### config.mk
export PLATFORM = sky130hd
export DESIGN_NAME = mrs_sha_core
export DESIGN_NICKNAME = d
export VERILOG_FILES = /design/src/mrs_pkg.sv /design/src/mrs_sha_core.sv
export SDC_FILE = /design/constraint.sdc
export NUM_CORES = 2
export LEC_CHECK = 0
export ABC_AREA = 0
export BUFFER_PORTS_ARGS = -buffer_cell sky130_fd_sc_hd__buf_2
export CORE_ASPECT_RATIO = 1.5
export CORE_MARGIN = 2
export CORE_UTILIZATION = 38
export CTS_CLUSTER_SIZE = 28
export DETAILED_ROUTE_END_ITERATION = 8
export PLACE_DENSITY_LB_ADDON = 0.25
export SLEW_MARGIN = 40
export SYNTH_ARGS = -nofsm -noshare
export SYNTH_HDL_FRONTEND = slang
export SYNTH_SLANG_ARGS = --single-unit
export TNS_END_PERCENT = 1
### constraint.sdc
create_clock -name clk_i -period 37.9 [get_ports clk_i]
set_input_delay 5.685 -clock clk_i [delete_from_list [all_inputs] [get_ports clk_i]]
set_output_delay 5.685 -clock clk_i [all_outputs]
set_load 0.05 [all_outputs]
### src/mrs_pkg.sv
// ----------------------------------------------------------------------------
// mrs_pkg: shared types and constants for the Merkle root hasher
// Round constants, initial hash value, message block helpers, state codes.
// ----------------------------------------------------------------------------
`default_nettype none

package mrs_pkg;

  localparam int LEVELS = 20;
  localparam int IDX_W  = (LEVELS > 1) ? $clog2(LEVELS) : 1;
  localparam int LVL_W  = $clog2(LEVELS + 1);

  localparam logic [255:0] INIT_H = {
    32'h6a09e667, 32'hbb67ae85, 32'h3c6ef372, 32'ha54ff53a,
    32'h510e527f, 32'h9b05688c, 32'h1f83d9ab, 32'h5be0cd19
  };

  localparam logic [31:0] ROUND_K [64] = '{
    32'h428a2f98, 32'h71374491, 32'hb5c0fbcf, 32'he9b5dba5,
    32'h3956c25b, 32'h59f111f1, 32'h923f82a4, 32'hab1c5ed5,
    32'hd807aa98, 32'h12835b01, 32'h243185be, 32'h550c7dc3,
    32'h72be5d74, 32'h80deb1fe, 32'h9bdc06a7, 32'hc19bf174,
    32'he49b69c1, 32'hefbe4786, 32'h0fc19dc6, 32'h240ca1cc,
    32'h2de92c6f, 32'h4a7484aa, 32'h5cb0a9dc, 32'h76f988da,
    32'h983e5152, 32'ha831c66d, 32'hb00327c8, 32'hbf597fc7,
    32'hc6e00bf3, 32'hd5a79147, 32'h06ca6351, 32'h14292967,
    32'h27b70a85, 32'h2e1b2138, 32'h4d2c6dfc, 32'h53380d13,
    32'h650a7354, 32'h766a0abb, 32'h81c2c92e, 32'h92722c85,
    32'ha2bfe8a1, 32'ha81a664b, 32'hc24b8b70, 32'hc76c51a3,
    32'hd192e819, 32'hd6990624, 32'hf40e3585, 32'h106aa070,
    32'h19a4c116, 32'h1e376c08, 32'h2748774c, 32'h34b0bcb5,
    32'h391c0cb3, 32'h4ed8aa4a, 32'h5b9cca4f, 32'h682e6ff3,
    32'h748f82ee, 32'h78a5636f, 32'h84c87814, 32'h8cc70208,
    32'h90befffa, 32'ha4506ceb, 32'hbef9a3f7, 32'hc67178f2
  };

  // Final block of a 128-byte message: pad marker, zeros, bit length 1024.
  localparam logic [511:0] PAD_BLOCK = {8'h80, 440'd0, 64'd1024};

  typedef enum logic [2:0] {
    ST_IDLE,
    ST_LEAF,
    ST_SCAN,
    ST_READ,
    ST_MERGE,
    ST_OUT
  } state_e;

  typedef struct packed {
    logic         start;
    logic [511:0] blk;
    logic [255:0] h;
  } sha_req_t;

  typedef struct packed {
    logic         we;
    logic [IDX_W-1:0] waddr;
    logic [255:0] wdata;
    logic         re;
    logic [IDX_W-1:0] raddr;
  } ram_req_t;

  function automatic logic [31:0] rotr(input logic [31:0] x, input int n);
    logic [31:0] r;
    r = (x >> n) | (x << (32 - n));
    return r;
  endfunction

  // One-byte message in a single block: byte, pad marker, bit length 8.
  function automatic logic [511:0] leaf_block(input logic [7:0] b);
    return {b, 8'h80, 432'd0, 64'd8};
  endfunction

  // Lowercase ASCII hex of a digest, most significant nibble first.
  function automatic logic [511:0] hex_block(input logic [255:0] d);
    logic [511:0] r;
    logic [3:0]   nib;
    for (int i = 0; i < 64; i++) begin
      nib = d[255 - 4*i -: 4];
      r[511 - 8*i -: 8] = (nib < 4'd10) ? (8'h30 + {4'd0, nib}) : (8'h57 + {4'd0, nib});
    end
    return r;
  endfunction

endpackage

`default_nettype wire

### src/mrs_sha_core.sv
// ----------------------------------------------------------------------------
// mrs_sha_core: SHA-256 compression, one round per cycle
// Takes a block and a chaining value, returns the updated value after 64 rounds.
// ----------------------------------------------------------------------------
`default_nettype none

module mrs_sha_core import mrs_pkg::*; (
  input  wire logic         clk_i,
  input  wire logic         rst_ni,
  input  wire sha_req_t     req_i,
  output logic              busy_o,
  output logic              done_o,
  output logic [255:0]      digest_o
);

  logic [31:0]  v_q [8];
  logic [31:0]  w_q [16];
  logic [255:0] hs_q;
  logic [5:0]   rnd_q;
  logic         busy_q;
  logic         fin_q;

  logic [31:0] big0, big1, ch, maj, t1, t2, s0, s1, w_new;

  always_comb begin
    big1  = rotr(v_q[4], 6) ^ rotr(v_q[4], 11) ^ rotr(v_q[4], 25);
    ch    = (v_q[4] & v_q[5]) ^ (~v_q[4] & v_q[6]);
    t1    = v_q[7] + big1 + ch + ROUND_K[rnd_q] + w_q[0];
    big0  = rotr(v_q[0], 2) ^ rotr(v_q[0], 13) ^ rotr(v_q[0], 22);
    maj   = (v_q[0] & v_q[1]) ^ (v_q[0] & v_q[2]) ^ (v_q[1] & v_q[2]);
    t2    = big0 + maj;
    s0    = rotr(w_q[1], 7) ^ rotr(w_q[1], 18) ^ (w_q[1] >> 3);
    s1    = rotr(w_q[14], 17) ^ rotr(w_q[14], 19) ^ (w_q[14] >> 10);
    w_new = w_q[0] + s0 + w_q[9] + s1;
  end

  always_ff @(posedge clk_i or negedge rst_ni) begin
    if (!rst_ni) begin
      busy_q <= 1'b0;
      fin_q  <= 1'b0;
      rnd_q  <= '0;
    end else begin
      fin_q <= busy_q && (rnd_q == 6'd63);
      if (req_i.start && !busy_q) begin
        busy_q <= 1'b1;
        rnd_q  <= '0;
      end else if (busy_q) begin
        rnd_q <= rnd_q + 6'd1;
        if (rnd_q == 6'd63) begin
          busy_q <= 1'b0;
        end
      end
    end
  end

  always_ff @(posedge clk_i) begin
    if (req_i.start && !busy_q) begin
      hs_q <= req_i.h;
      for (int i = 0; i < 8; i++) v_q[i] <= req_i.h[255 - 32*i -: 32];
      for (int i = 0; i < 16; i++) w_q[i] <= req_i.blk[511 - 32*i -: 32];
    end else if (busy_q) begin
      v_q[0] <= t1 + t2;
      v_q[1] <= v_q[0];
      v_q[2] <= v_q[1];
      v_q[3] <= v_q[2];
      v_q[4] <= v_q[3] + t1;
      v_q[5] <= v_q[4];
      v_q[6] <= v_q[5];
      v_q[7] <= v_q[6];
      for (int i = 0; i < 15; i++) w_q[i] <= w_q[i+1];
      w_q[15] <= w_new;
    end
  end

  always_comb begin
    for (int i = 0; i < 8; i++) digest_o[255 - 32*i -: 32] = hs_q[255 - 32*i -: 32] + v_q[i];
  end

  assign busy_o = busy_q;
  assign done_o = fin_q;

endmodule

`default_nettype wire

==> impl_results.rst <==
.. list-table::
   :header-rows: 1

   * - Metric
     - Value
   * - Pin count of the biggest net entering global routing
     - 136
   * - Setup slack, reg-to-reg
     - 27.03 ns
   * - Fraction of final layout cells sized beyond drive strength 1
     - 25.8%
   * - Effective utilization at floorplan
     - 38.2%
   * - Post-synth ARST share
     - 0.775%
   * - Worst slew margin relative to its limit
     - 41.9%
   * - Clock transition time at the flip-flop clock pins of the worst setup and hold paths
     - 0.07 ns
   * - I/O pin count
     - ~1000
   * - Combined flip-flop and latch cell area
     - 31000 µm²
   * - Wire per inst
     - 31.1 µm
   * - Initial antenna violation count
     - 130
   * - Post-CTS repair timing setup buffer count
     - 0
   * - Reg2reg end
     - v_q[0][31]
   * - CTS sink count
     - around 1000
   * - Hold depth
     - 2
   * - Launch point of the worst reg-to-reg path
     - rnd_q[3]
   * - Final Setup Violations
     - 0
   * - TritonCTS clock tree
     - built
   * - Die ar.
     - ~180000 µm²
   * - Critical path startpoint category
     - flop
   * - R2R depth
     - 37
   * - Vias
     - ~53000
   * - Worst Path Required
     - 32.22 ns
   * - Sequential element share of the synthesized area
     - 45.5%
   * - Total routing usage reported by global routing
     - a little under a third
   * - Post-DP HPWL
     - roughly 240 mm
   * - Post-synth net total
     - ~7500
   * - Area added between synthesis and finish
     - 17.1%
   * - Synth warnings
     - 0
   * - Number of fill cells
     - approximately 17000
   * - Design Area, Final
     - 79800 µm²
   * - Via count of the first global-routing pass
     - 53076
   * - Pre-CTS setup slack
     - roughly 27 ns
   * - CP Capture Type
     - primary output
   * - Yosys cell types
     - 88
   * - Worst Hold Class
     - flop to flop
   * - Run status
     - complete, no violations
   * - Unrepaired setup endpoints after global routing
     - no
   * - Maximum clock frequency
     - 90.0 MHz
   * - Tcrit/Tclk final
     - 29.3%
   * - Max Cap Viol
     - 0
   * - Worst-case hold path end point
     - w_q[1][129]
   * - Tightest Pin Transition
     - between 0.8 and 0.9 ns
   * - Number of levels the H-tree was split into
     - 3
   * - Placer congestion estimate
     - ~1
   * - Class of the most critical setup path
     - flop to primary output
   * - Placement-stage cell area
     - between 70000 and 80000 µm²
   * - Number of nets at the end of the flow
     - 8429
   * - Least setup slack across all paths after layout
     - 26.79 ns
   * - Hold_sp
     - w_q[1][161]
   * - Final global-route overflow total
     - 0
   * - Number of detailed-route iterations in the first pass
     - 8
   * - Antenna Nets Post-Route
     - 0
   * - Post-route setup TNS
     - 0 ns
   * - Total length of routed wires
     - 295 mm
   * - Minimum clock period after layout
     - approximately 11 ns
   * - Final count of pins violating max slew
     - 0
   * - Site Rows
     - 190
   * - CP Max Fanout
     - 6
   * - # port buffers
     - 1028
   * - CTS buffer count
     - 108
   * - Final hold violation count
     - 0
   * - Most used flip-flop cell after synthesis
     - edfxtp_1
   * - Area of the core
     - 178000 µm²
   * - Number of flip-flops and latches in the synthesized netlist
     - 1032
   * - Post-cts resize count
     - 0
   * - Root Buffer Master
     - clkbuf_16
   * - Syn_area_per_cell
     - about 11 µm²
   * - Skew-Pair Late Insertion Delay
     - 0.80 ns
   * - Setup Skew
     - 0.0562 ns
   * - Height of the die
     - 522 µm
   * - Data arrival at the endpoint of the critical path
     - roughly 5.4 ns
   * - Final Hold Slack
     - 0.512 ns
   * - Final routed DRC violation total
     - 0
   * - First-iteration detailed-routing DRC count
     - between 4000 and 5000
   * - Post-synthesis instance area
     - 68100 µm²
   * - Multi-input logic area
     - roughly 35000 µm²
   * - Hold-fix buffers, CTS
     - 0
   * - Post-synth EDFFs
     - 1024
   * - Post-Synthesis Cells
     - 6143
   * - Detailed-route vias per instance
     - 5.59
   * - First-pass GRT wire length
     - 403 mm
   * - Die W
     - roughly 350 µm
   * - Largest buffer count on any clock path
     - 3
-- through the flow --
step           utilization (%)  std cells
6_report                  44.7       9511
5_1_grt                   44.7       9479
4_1_cts                   44.6       9460
3_5_place_dp              42.5       9262
3_3_place_gp              42.4       9259
2_1_floorplan                -       6143
-- critical path, cell delays in order, from the launching register on --
cell and delay, ns:
edfxtp_1 0.67, ha_1 0.27, inv_1 0.06, fa_1 0.39, nor2b_1 0.13, o21a_1 0.14
o21ai_1 0.11, a21oi_2 0.24, o211ai_2 0.14, a31oi_1 0.26, o21ai_1 0.33, o311ai_0 0.55
o211ai_1 0.22, xnor2_1 0.72, buf_2 0.43
-- logic make-up after synthesis --
family                     after synthesis  synth area share [%]
buffers and inverters                  537                  2.97
AOI/OAI and AO/OA                     1238                  11.6
adders and majority gates              610                  13.3
DFF                                   1032                  45.5
xor gates and xnor gates               562                  7.26
muxes                                  545                  9.02
and+or+nand+nor                       1619                  10.4
-- area by class of cell --
| cell class | instances | share of cell area [%] |
|---|---|---|
| clock inverter | 79 | 1.35 |
| inverter | 274 | 1.31 |
| tap | 2304 | 3.61 |
| antenna | 49 | 0.154 |
| timing repair buffer | 1080 | 7.16 |
| multi-input combinational | 4574 | 44.1 |
| clock buffer | 119 | 3.44 |
| sequential | 1032 | 38.8 |
-- metal layers --
metal  wire length (µm)  GRT usage [%]  share of wire [%]
met3              21600           7.18                7.3
met4              18600           17.1                6.3
met1             106000           34.7                 36
met5                563              0               0.19
met2             149000           56.1                 50
-- worst max path at each step --
stage,from,end,slack (ns),depth (start not counted)
after floorplan,req_i[768],v_q[0][0],16.24,2
after global placement,rnd_q[3],v_q[0][31],27.21,37
after detailed placement,rnd_q[3],v_q[0][31],27.16,37
after CTS,v_q[1][0],digest_o[124],26.78,14
after global routing,rnd_q[3],v_q[0][31],26.53,37
final,v_q[1][0],digest_o[124],26.79,14
-- synth_stat cells, types with 76 or more instances --
master    count  share of area (%)
inv_1       271                1.5
mux2_2      521                8.6
fa_1        195                5.7
clkbuf_1    238                1.3
edfxtp_1   1024                 45
nand2b_1     76               0.70
a21o_1      168                1.9
nand2_1     898                5.0
nand3_1      94               0.69
nor3_1       98               0.72
ha_1        393                7.2
xnor2_1     439                5.6
a21oi_1     349                2.6
nor2_1      244                1.3
xor2_1      121                1.6
o21ai_0     265                1.9
-- flip-flops by register name, summed over array words and instances (netlist names) --
name    flops
w_q       512
v_q       256
rnd_q       6
done_o      1
hs_q      256
busy_o      1
-- cell usage in the layout (no fill, tap or decap), types with 195 or more instances in the layout --
| cell | n |
|---|---|
| buf_2 | 1028 |
| nor2_1 | 244 |
| o21ai_0 | 263 |
| a21oi_1 | 348 |
| xnor2_1 | 433 |
| ha_1 | 393 |
| inv_1 | 268 |
| fa_1 | 195 |
| edfxtp_1 | 1024 |
| nand2_1 | 897 |
| mux2_2 | 521 |
Power is not shown: default switching activity piles up to over one toggle a cycle in this logic, so the estimate is an artifact.
